$ cat config.mk
export PLATFORM = sky130hd
export DESIGN_NAME = prefix_code_bit_packer_unit
export DESIGN_NICKNAME = d
export VERILOG_FILES = /design/src/hw/rtl/pcbp_pkg.sv /design/src/hw/rtl/prefix_code_bit_packer_unit.sv
export SDC_FILE = /design/constraint.sdc
export NUM_CORES = 2
export LEC_CHECK = 0
export BUFFER_PORTS_ARGS = -buffer_cell sky130_fd_sc_hd__buf_2
export CAP_MARGIN = 20
export CORE_MARGIN = 3
export CORE_UTILIZATION = 40
export DETAILED_ROUTE_END_ITERATION = 8
export MAX_ROUTING_LAYER = met4
export PLACE_DENSITY = 0.5
export SYNTH_ARGS = -nofsm -noshare
export SYNTH_HDL_FRONTEND = slang
export SYNTH_MEMORY_MAX_BITS = 65536
export SYNTH_SLANG_ARGS = --single-unit
$ cat constraint.sdc
create_clock -name clk -period 14.9 [get_ports clk]
set_input_delay 2.98 -clock clk [delete_from_list [all_inputs] [get_ports clk]]
set_output_delay 2.98 -clock clk [all_outputs]
set_load 0.05 [all_outputs]
$ cat src/hw/rtl/pcbp_pkg.sv
// types and constants for the prefix code bit packer
package pcbp_pkg;

    localparam int KIND_W  = 2;
    localparam int SYM_W   = 7;
    localparam int CODE_W  = 32;
    localparam int LEN_W   = 6;
    localparam int BYTE_W  = 8;
    localparam int ACC_W   = 40;
    localparam int MAX_OUT = 4;
    localparam int OUT_CNT_W = 3;

    localparam logic [KIND_W-1:0] KIND_LOAD   = 2'd0;
    localparam logic [KIND_W-1:0] KIND_ENCODE = 2'd1;
    localparam logic [KIND_W-1:0] KIND_FLUSH  = 2'd2;

    typedef struct packed {
        logic [KIND_W-1:0] kind;
        logic [SYM_W-1:0]  symbol;
        logic [CODE_W-1:0] code_bits;
        logic [LEN_W-1:0]  code_length;
    } in_item_t;

    typedef struct packed {
        logic [BYTE_W-1:0] out_byte;
        logic              last;
    } out_item_t;

endpackage

$ cat src/hw/rtl/prefix_code_bit_packer_unit.sv
// prefix code bit packer: code table, bit accumulator and byte output queue
// path: an encode or flush goes through the input stage and table read stage registers into the output queue
// throughput: one transaction per cycle while the output queue is free; an encode or flush waits for
//   the queue to drain, and the single byte-wide output port carries up to four bytes per symbol
// the code table is a memory of up to 128 entries, read from the input stage into the table read stage
// reset: accumulator, pending count and all valid flags clear; the table keeps garbage
module prefix_code_bit_packer_unit
    import pcbp_pkg::*;
#(
    parameter int ALPHABET_SIZE = 128,
    parameter int MAX_CODE_LEN  = 32
)
(
    input  logic      clk,
    input  logic      rst_n,
    input  logic      item_valid,
    output logic      item_ready,
    input  in_item_t  item,
    output logic      result_valid,
    input  logic      result_ready,
    output out_item_t result
);

    localparam int TABLE_DEPTH = (ALPHABET_SIZE > (1 << SYM_W)) ? (1 << SYM_W) : ALPHABET_SIZE;
    localparam int IDX_W       = $clog2(TABLE_DEPTH);
    localparam int LEN_LIMIT   = (MAX_CODE_LEN < CODE_W) ? MAX_CODE_LEN : CODE_W;

    logic [CODE_W-1:0] code_mem [TABLE_DEPTH];
    logic [LEN_W-1:0]  len_mem  [TABLE_DEPTH];

    // input stage
    logic      s1_valid_reg;
    in_item_t  s1_item_reg;
    logic      s1_adv;
    logic      s1_ok;
    logic [IDX_W-1:0]  s1_idx;
    logic [LEN_W-1:0]  s1_len;
    logic [CODE_W:0]   s1_mask;
    logic [CODE_W-1:0] s1_code;

    // table read stage
    logic              s2_valid_reg;
    logic [KIND_W-1:0] s2_kind_reg;
    logic              s2_ok_reg;
    logic [CODE_W-1:0] code_rd_reg;
    logic [LEN_W-1:0]  len_rd_reg;
    logic              s2_needs_out;
    logic              s2_fire;

    // accumulator
    logic [ACC_W-1:0] acc_reg, acc_next;
    logic [LEN_W-1:0] pend_reg, pend_next;

    // output queue
    out_item_t            res_reg [MAX_OUT];
    out_item_t            res_next [MAX_OUT];
    logic [OUT_CNT_W-1:0] res_left_reg, res_left_next;
    logic                 res_take;
    logic                 buf_free;

    // encode datapath
    logic [LEN_W-1:0]     pend_sum;
    logic [ACC_W-1:0]     acc_sum;
    logic [ACC_W-1:0]     aligned;
    logic [OUT_CNT_W-1:0] n_out;
    logic [LEN_W-1:0]     pend_rem;
    logic [LEN_W-1:0]     pend_m1;
    logic [BYTE_W-1:0]    flush_byte;
    logic [BYTE_W-1:0]    pad_byte;

    assign res_take     = result_valid && result_ready;
    assign buf_free     = (res_left_reg == '0) || ((res_left_reg == OUT_CNT_W'(1)) && result_ready);
    assign s2_needs_out = s2_ok_reg && ((s2_kind_reg == KIND_ENCODE) || (s2_kind_reg == KIND_FLUSH));
    assign s2_fire      = s2_valid_reg && (!s2_needs_out || buf_free);
    assign s1_adv       = !s2_valid_reg || s2_fire;
    assign item_ready   = !s1_valid_reg || s1_adv;

    // a flush never looks at the symbol
    assign s1_ok   = (s1_item_reg.kind == KIND_FLUSH)
                     || (((s1_item_reg.kind == KIND_LOAD) || (s1_item_reg.kind == KIND_ENCODE))
                         && ({2'b00, s1_item_reg.symbol} < 9'(ALPHABET_SIZE)));
    assign s1_idx  = s1_item_reg.symbol[IDX_W-1:0];
    assign s1_len  = (s1_item_reg.code_length > LEN_W'(LEN_LIMIT)) ? LEN_W'(LEN_LIMIT)
                                                                     : s1_item_reg.code_length;
    assign s1_mask = (33'd1 << s1_len) - 33'd1;
    assign s1_code = s1_item_reg.code_bits & s1_mask[CODE_W-1:0];

    always_ff @(posedge clk or negedge rst_n)
    begin
        if (!rst_n)
        begin
            s1_valid_reg <= 1'b0;
            s2_valid_reg <= 1'b0;
            acc_reg      <= '0;
            pend_reg     <= '0;
            res_left_reg <= '0;
        end
        else
        begin
            if (item_ready)
                s1_valid_reg <= item_valid;
            if (s1_adv)
                s2_valid_reg <= s1_valid_reg;
            acc_reg      <= acc_next;
            pend_reg     <= pend_next;
            res_left_reg <= res_left_next;
        end
    end

    always_ff @(posedge clk)
    begin
        if (item_ready && item_valid)
            s1_item_reg <= item;
        if (s1_adv)
        begin
            s2_kind_reg <= s1_item_reg.kind;
            s2_ok_reg   <= s1_ok;
        end
        for (int i = 0; i < MAX_OUT; i++)
            res_reg[i] <= res_next[i];
    end

    // table memory
    always_ff @(posedge clk)
    begin
        if (s1_valid_reg && s1_adv && s1_ok && (s1_item_reg.kind == KIND_LOAD))
        begin
            code_mem[s1_idx] <= s1_code;
            len_mem[s1_idx]  <= s1_len;
        end
        if (s1_adv)
        begin
            code_rd_reg <= code_mem[s1_idx];
            len_rd_reg  <= len_mem[s1_idx];
        end
    end

    always_comb
    begin
        pend_sum   = pend_reg + len_rd_reg;
        acc_sum    = (acc_reg << len_rd_reg) | {{(ACC_W-CODE_W){1'b0}}, code_rd_reg};
        aligned    = acc_sum << (LEN_W'(ACC_W) - pend_sum);
        pend_m1    = pend_sum - LEN_W'(1);
        n_out      = (pend_sum == '0) ? '0 : OUT_CNT_W'(pend_m1 >> 3);
        pend_rem   = pend_sum - (LEN_W'(n_out) << 3);
        flush_byte = acc_reg[BYTE_W-1:0] << (4'd8 - pend_reg[3:0]);
        pad_byte   = BYTE_W'(LEN_W'(BYTE_W) - pend_reg);

        acc_next      = acc_reg;
        pend_next     = pend_reg;
        res_left_next = res_left_reg;
        for (int i = 0; i < MAX_OUT; i++)
            res_next[i] = res_reg[i];

        if (res_take)
        begin
            res_left_next = res_left_reg - OUT_CNT_W'(1);
            for (int i = 0; i < MAX_OUT - 1; i++)
                res_next[i] = res_reg[i + 1];
        end

        if (s2_fire && s2_needs_out)
        begin
            if (s2_kind_reg == KIND_ENCODE)
            begin
                acc_next      = acc_sum & ~({ACC_W{1'b1}} << pend_rem);
                pend_next     = pend_rem;
                res_left_next = n_out;
                for (int i = 0; i < MAX_OUT; i++)
                begin
                    res_next[i].out_byte = aligned[ACC_W-1-BYTE_W*i -: BYTE_W];
                    res_next[i].last     = 1'b0;
                end
            end
            else
            begin
                acc_next             = '0;
                pend_next            = '0;
                res_left_next        = OUT_CNT_W'(2);
                res_next[0].out_byte = flush_byte;
                res_next[0].last     = 1'b0;
                res_next[1].out_byte = pad_byte;
                res_next[1].last     = 1'b1;
            end
        end
    end

    assign result_valid = (res_left_reg != '0);
    assign result       = res_reg[0];

    // pending bits never exceed one byte between transactions
    a_pend_bound: assert property (@(posedge clk) disable iff (!rst_n)
        pend_reg <= LEN_W'(BYTE_W))
        else $error("pending count above one byte");

    // accumulator holds no bits beyond the pending ones
    a_acc_clean: assert property (@(posedge clk) disable iff (!rst_n)
        (acc_reg >> pend_reg) == '0)
        else $error("stale accumulator bits");

    // the pad-count byte is always the final queued byte
    a_last_final: assert property (@(posedge clk) disable iff (!rst_n)
        result_valid && result.last |-> res_left_reg == OUT_CNT_W'(1))
        else $error("last flagged before queue end");

    // a flush queues exactly two bytes and empties the accumulator
    a_flush_two: assert property (@(posedge clk) disable iff (!rst_n)
        s2_fire && s2_needs_out && (s2_kind_reg == KIND_FLUSH)
        |=> (res_left_reg == OUT_CNT_W'(2)) && (pend_reg == '0))
        else $error("flush did not queue two bytes");

endmodule
After elaboration in Yosys (flattened, before gate mapping)
Memories as Yosys holds them, arrays and structs flattened. A register that Yosys moved wholly into a read port is not among the register bits.
Cells that the tools add are included.
Widths: inputs -> output; s select.
- register bits after elaboration: 101
- latch bits: 0
- memory bits (writable): 4900
- ROM bits: 0
- bits of input ports: 51
- output and inout bits: 11
- word-level logic and storage cells: 74
- memories: 3
- memories (memory ; words ; width ; rd ports ; clocked after memory_dff ; write ports ; RTL line ; source):
    code_mem ; 128 ; 32 ; 1 ; 1 ; 1 ; prefix_code_bit_packer_unit.sv:28 ; logic [CODE_W-1:0] code_mem [TABLE_DEPTH];
    len_mem ; 128 ; 6 ; 1 ; 1 ; 1 ; prefix_code_bit_packer_unit.sv:29 ; logic [LEN_W-1:0] len_mem [TABLE_DEPTH];
    res_reg ; 4 ; 9 ; 4 ; 0 ; 4 ; prefix_code_bit_packer_unit.sv:55 ; out_item_t res_reg [MAX_OUT];
- $add $sub $neg: 8
- $mul: 0
- div/mod/pow operators: 0
- order comparisons: 1
- equality and inequality tests: 5
- shift operators: 5
- muxes and demuxes: 13
- bitwise gates (word level): 4
- reductions and logical operators: 24
- operator list (cell ; count):
    $shl 40x6->40 ; 2
    $and 40x40->40 ; 1
    $mux 40 ; 1
    $not 40->40 ; 1
    $or 40x32->40 ; 1
    $shl 40x6->40 const A ; 1
    $mux 18 ; 2
    $mux 36 ; 1
    $and 32x32->32 ; 1
    $shl 1x6->32 const A ; 1
    $sub 32x1->32 const B ; 1
    $mux 27 ; 1
    $mux 3 ; 4
    $mux 6 ; 2
    $logic_and 1x1->1 ; 9
    $shl 8x4->8 ; 1
    $logic_or 1x1->1 ; 7
    $sub 4x6->7 const A ; 1
    $add 6x6->6 ; 1
    $gt 6x6->1 const B ; 1
    $logic_not 6->1 ; 1
    $sub 6x1->6 const B ; 1
    $sub 6x6->6 ; 1
    $sub 6x6->6 const A ; 1
    other kinds (11) ; 16

Longest topological paths before layout
- word-level depth: 12
- depth in mapped cells: 17
- mapped depth without buffers: 15

Worst setup path before layout
No wires, ideal clock.
- path type: reg2reg
- start point: register s1_item_reg[5] in the netlist's numbering
- end point: memory code_mem[0][22], data pin
- setup time: 1.240 ns
- arrival: 11.060 ns
- data required time: 13.660 ns
- path slack: 2.600 ns
- cell stages (with the launch flop): 12
- path buffers: 1
- clock period less this slack: 12.300 ns
- cell sequence: edfxtp_1 -> clkbuf_1 -> nor2b_1 -> nor3_1 -> nand2_1 -> ha_1 -> inv_1 -> a221oi_1 -> o21a_1 -> and3_1 -> o21ai_0 -> a21boi_0
- cells in the longest elaborated chain, start to end: 5
- ends and longest elaborated chain (item ; RTL line ; source):
    from (decl) ; prefix_code_bit_packer_unit.sv:33 ; in_item_t s1_item_reg;
    from (signal assigned) ; prefix_code_bit_packer_unit.sv:113 ; s1_item_reg <= item;
    $gt 6x6->1 ; prefix_code_bit_packer_unit.sv:83 ; assign s1_len = (s1_item_reg.code_length > LEN_W'(LEN_LIMIT)) ? LEN_W'(LEN_LIMIT)
    $mux 6 ; prefix_code_bit_packer_unit.sv:83 ;
    via s1_len[0] ; prefix_code_bit_packer_unit.sv:37 ; logic [LEN_W-1:0] s1_len;
    $shl 1x6->32 ; prefix_code_bit_packer_unit.sv:85 ; assign s1_mask = (33'd1 << s1_len) - 33'd1;
    $sub 32x1->32 ; prefix_code_bit_packer_unit.sv:85 ;
    $and 32x32->32 ; prefix_code_bit_packer_unit.sv:86 ; assign s1_code = s1_item_reg.code_bits & s1_mask[CODE_W-1:0];
    via s1_code[22] ; prefix_code_bit_packer_unit.sv:39 ; logic [CODE_W-1:0] s1_code;
    to (decl) ; prefix_code_bit_packer_unit.sv:28 ;
The timed path passes the listed nets, and every way through them passes these cells.

Worst setup path in the final report
- start point: input result_ready
- end point: output item_ready
- cells in the longest elaborated chain, start to end: 6
- ends and longest elaborated chain (item ; RTL line ; source):
    from (decl) ; prefix_code_bit_packer_unit.sv:20 ; input logic result_ready,
    $logic_and 1x1->1 ; prefix_code_bit_packer_unit.sv:72 ; assign buf_free = (res_left_reg == '0) || ((res_left_reg == OUT_CNT_W'(1)) && result_ready);
    $logic_or 1x1->1 ; prefix_code_bit_packer_unit.sv:72 ;
    $logic_or 1x1->1 ; prefix_code_bit_packer_unit.sv:74 ; assign s2_fire = s2_valid_reg && (!s2_needs_out || buf_free);
    $logic_and 1x1->1 ; prefix_code_bit_packer_unit.sv:74 ;
    $logic_or 1x1->1 ; prefix_code_bit_packer_unit.sv:75 ; assign s1_adv = !s2_valid_reg || s2_fire;
    via s1_adv ; prefix_code_bit_packer_unit.sv:34 ; logic s1_adv;
    $logic_or 1x1->1 ; prefix_code_bit_packer_unit.sv:76 ; assign item_ready = !s1_valid_reg || s1_adv;
    to (decl) ; prefix_code_bit_packer_unit.sv:17 ; output logic item_ready,
The timed path passes the listed nets, and every way through them passes these cells.

==> flow_summary.toml <==
[sta]
finalCriticalPeriod_ns = 7.85
grt_setup_unrepaired = "no"
max_slew.worst_pin.slew_ns = 1.32
timing_hold_violations_final = 0
report.final.setup_viol = 0
skew_ns = 0.0401
drv_slew = 0
max_slew_margin_pct = 10.6
timing.setup.tns_ns = 0
timing.fmax_ghz = 0.127
post-route-period-util_pct = 52.7

[synthesis]
syn-num-nets = 10600
proportion_of_synthesized_chip_area_in_sequential_cells_pct = 80.2
synth_cells = 10500
count_of_flip_flops_with_a_built_in_enable_after_synthesis = 4977
synthArstFlopShare_pct = 1.01
ys_dominant_reg_cell = "sky130_fd_sc_hd__edfxtp_1"
post_synth_design_cell_area_um2 = 188000
synth.ff_latch_count = 5038
ys.warnings.count = 0
synth_cell_types = 87
syn_area_per_cell_um2 = 17.9

[route]
drt_first_pass_iters = 6
wirelength_um = 665000
drtIter0Drc = 16100
post_route_drc = 0
drt_via_density = 6.36
detailroute.via_count = 112000
wl_per_cell_um = 37.9
route.antenna.remaining_nets = 0

[cells_and_area]
multi_input_area_um2 = 35700
drive_gt1_share_pct = 14.5
syn_to_final_growth_pct = 14.8
regArea_um2 = 151000
area_of_all_placed_cells_without_fillers_um2 = 216000
fill_cells = 39600
nNetsFinal = 10900
largest_reg_flops = 4096
layout_commonest_cell = "sky130_fd_sc_hd__edfxtp_1"
largestRegisters = "code_mem x4096, len_mem x768"
layout_common_cells = "sky130_fd_sc_hd__edfxtp_1, sky130_fd_sc_hd__a22oi_1, sky130_fd_sc_hd__clkbuf_16"
regMostFlops = "code_mem"

[floorplan]
fp.coreArea_um2 = 468000
site_rows = 251
boundaryPins = 62
fp.dieArea_um2 = 479000
initial_core_util_pct = 40.2
die_width_um = 692
die_y_um = 692

[setup_path]
worstPathMaxFanout = 43
path_cells = "buf_2 > a21oi_1 > nor2_1 > nor2_1 > nand2_2 > inv_1 > nand2_1 > buf_2"
criticalPathCategory = "primary input to primary output"
setup.worst_path.start_class = "primary input"
type_of_element_capturing_the_critical_path = "primary output"
timing.critical_path.arrival_ns = 4.87
critical_path.max_stage_delay_ns = 0.75
cp_num_buf_inv = 3
crit_family = "simple AND/OR/NAND/NOR gates"
crit_path_top_delay_cell = "sky130_fd_sc_hd__nand2_2"
critPathRequiredTime_ns = 11.92

[cts]
clkLatencyLatePin_ns = 1.08
post_cts_resize_count = 0
tritoncts.num_buffers = 537
cts.root.buffer_cell = "sky130_fd_sc_hd__clkbuf_16"
hold_buffers = 0
cts_buffer_depth = 4
post-cts-setup-buffers = 0
clk_pin_slew_ns = 0.06
cts_tree = "done"
htree_levels = 6
cts.sink_count = 5038

[outcome]
outcome = "finished clean"

[placement]
dp.final_hpwl_um = 390000
port-buffer-count = 61
place_congestion = 0.910
post_dp_cell_area_um2 = 199000

[global_routing]
grt_pass1_wl_um = 908000
grt.total_usage_pct = 27.8
first_global_vias = 106000
grt-ovfl-total = 0
grt_antenna_before_repair = 68
grt_max_degree = 129

[hold_path]
hold_class = "flop to flop"

[pwr]
cellLeakagePower_nw = 65.3
powerDensity_nw_per_um2 = 181
vdd_drop_max_v = 0.000309

[flow_run]
drv_cap = 0
logic make-up (layout without fill, tap and decap cells):
kind of cell    Yosys count  in the layout  share of synthesized area (%)
xor+xnor                 18             18                         0.0838
other cells               0             78                              0
compound gates         3412           3412                           13.7
flops                  5038           5038                           80.2
simple gates           1041           1041                           2.85
fa+ha+maj                17             17                          0.121
mux                     173            173                           1.40
buf+inv                 784           1568                           1.61
power breakdown:
part	total (mW)	switching, mW	internal (mW)
Combinational	9.20	6.85	2.35
Sequential	16.9	0.236	16.7
Clock	12.9	5.60	7.33
worst paths after layout:
| check | startpoint | endpoint | slack (ns) | depth (start not counted) |
|---|---|---|---|---|
| max in group asynchronous | rst_n | pend_reg[0] | 12.26 | 2 |
| setup / recovery | result_ready | item_ready | 7.05 | 8 |
| min in group asynchronous | rst_n | pend_reg[5] | 2.08 | 2 |
| hold / removal | res_reg[0][0] | res_reg[0][0] | 0.46 | 2 |
| hold reg to reg | res_reg[0][0] | res_reg[0][0] | 0.46 | 2 |
| setup reg to reg | s1_item_reg[2] | code_mem[90][28] | 8.02 | 13 |
routing by layer:
layer / track usage [%] / wire length, um / up-vias
met5: - / 0 / -
met4: 9.55 / 26100 / 0
met3: 5.01 / 60800 / 849
met2: 41.9 / 307000 / 5975
met1: 38.2 / 271000 / 59200
li1: - / - / 45500
final cells by class:
cell class              count  share of cell area, %
flip-flops and latches   5038                   69.9
multi-input cells        4661                   16.5
clock buffers             685                   6.56
well taps                6198                   3.59
repair buffers            576                   2.09
clock inverters           273                   1.23
diodes                     78                 0.0903
inverters                  34                 0.0614
tightest hold or removal path, delay by kind of cell (launching register included):
family / cells / cell delay [ns]
DFF: 1 / 0.31
AOI/OAI and AO/OA: 1 / 0.05
and+or+nand+nor: 1 / 0.05
cells in the mapped netlist, drive strengths merged (12+ instances only):
cell type | n | share of area, %
a21o | 12 | 0.048
dfrtp | 51 | 0.68
ha | 15 | 0.10
o21ai | 166 | 0.44
a32o | 15 | 0.080
mux4 | 66 | 0.80
nand4 | 265 | 0.88
inv | 31 | 0.062
a21oi | 120 | 0.32
nor2b | 27 | 0.090
mux2 | 42 | 0.25
nor2 | 258 | 0.52
or3 | 16 | 0.053
a221oi | 149 | 0.70
buf | 227 | 0.49
nand2 | 170 | 0.34
o22ai | 15 | 0.050
nor4 | 59 | 0.20
clkbuf | 523 | 1.0
o21a | 17 | 0.068
edfxtp | 4977 | 79
nand3 | 85 | 0.23
nor3 | 48 | 0.13
or4 | 22 | 0.090
a211oi | 30 | 0.12
a31oi | 39 | 0.13
and2 | 24 | 0.080
a22oi | 2184 | 8.7
o211ai | 67 | 0.27
a22o | 154 | 0.72
mux2i | 65 | 0.35
nand2b | 21 | 0.070
or2 | 13 | 0.043
a41oi | 319 | 1.5
metrics by stage:
step	setup slack, ns	hold WS [ns]	utilization (%)	instances	total power [mW]
2_1_floorplan	2.60	0.449	-	10500	22.1
3_3_place_gp	6.86	0.456	42.5	16500	26.2
3_5_place_dp	6.98	0.458	42.5	16500	26.2
4_1_cts	6.97	0.467	46.1	17500	39.1
5_1_grt	6.88	0.499	46.2	17500	40.1
6_report	7.05	0.460	46.2	17500	39.0
(Power assumes the default switching activity.)
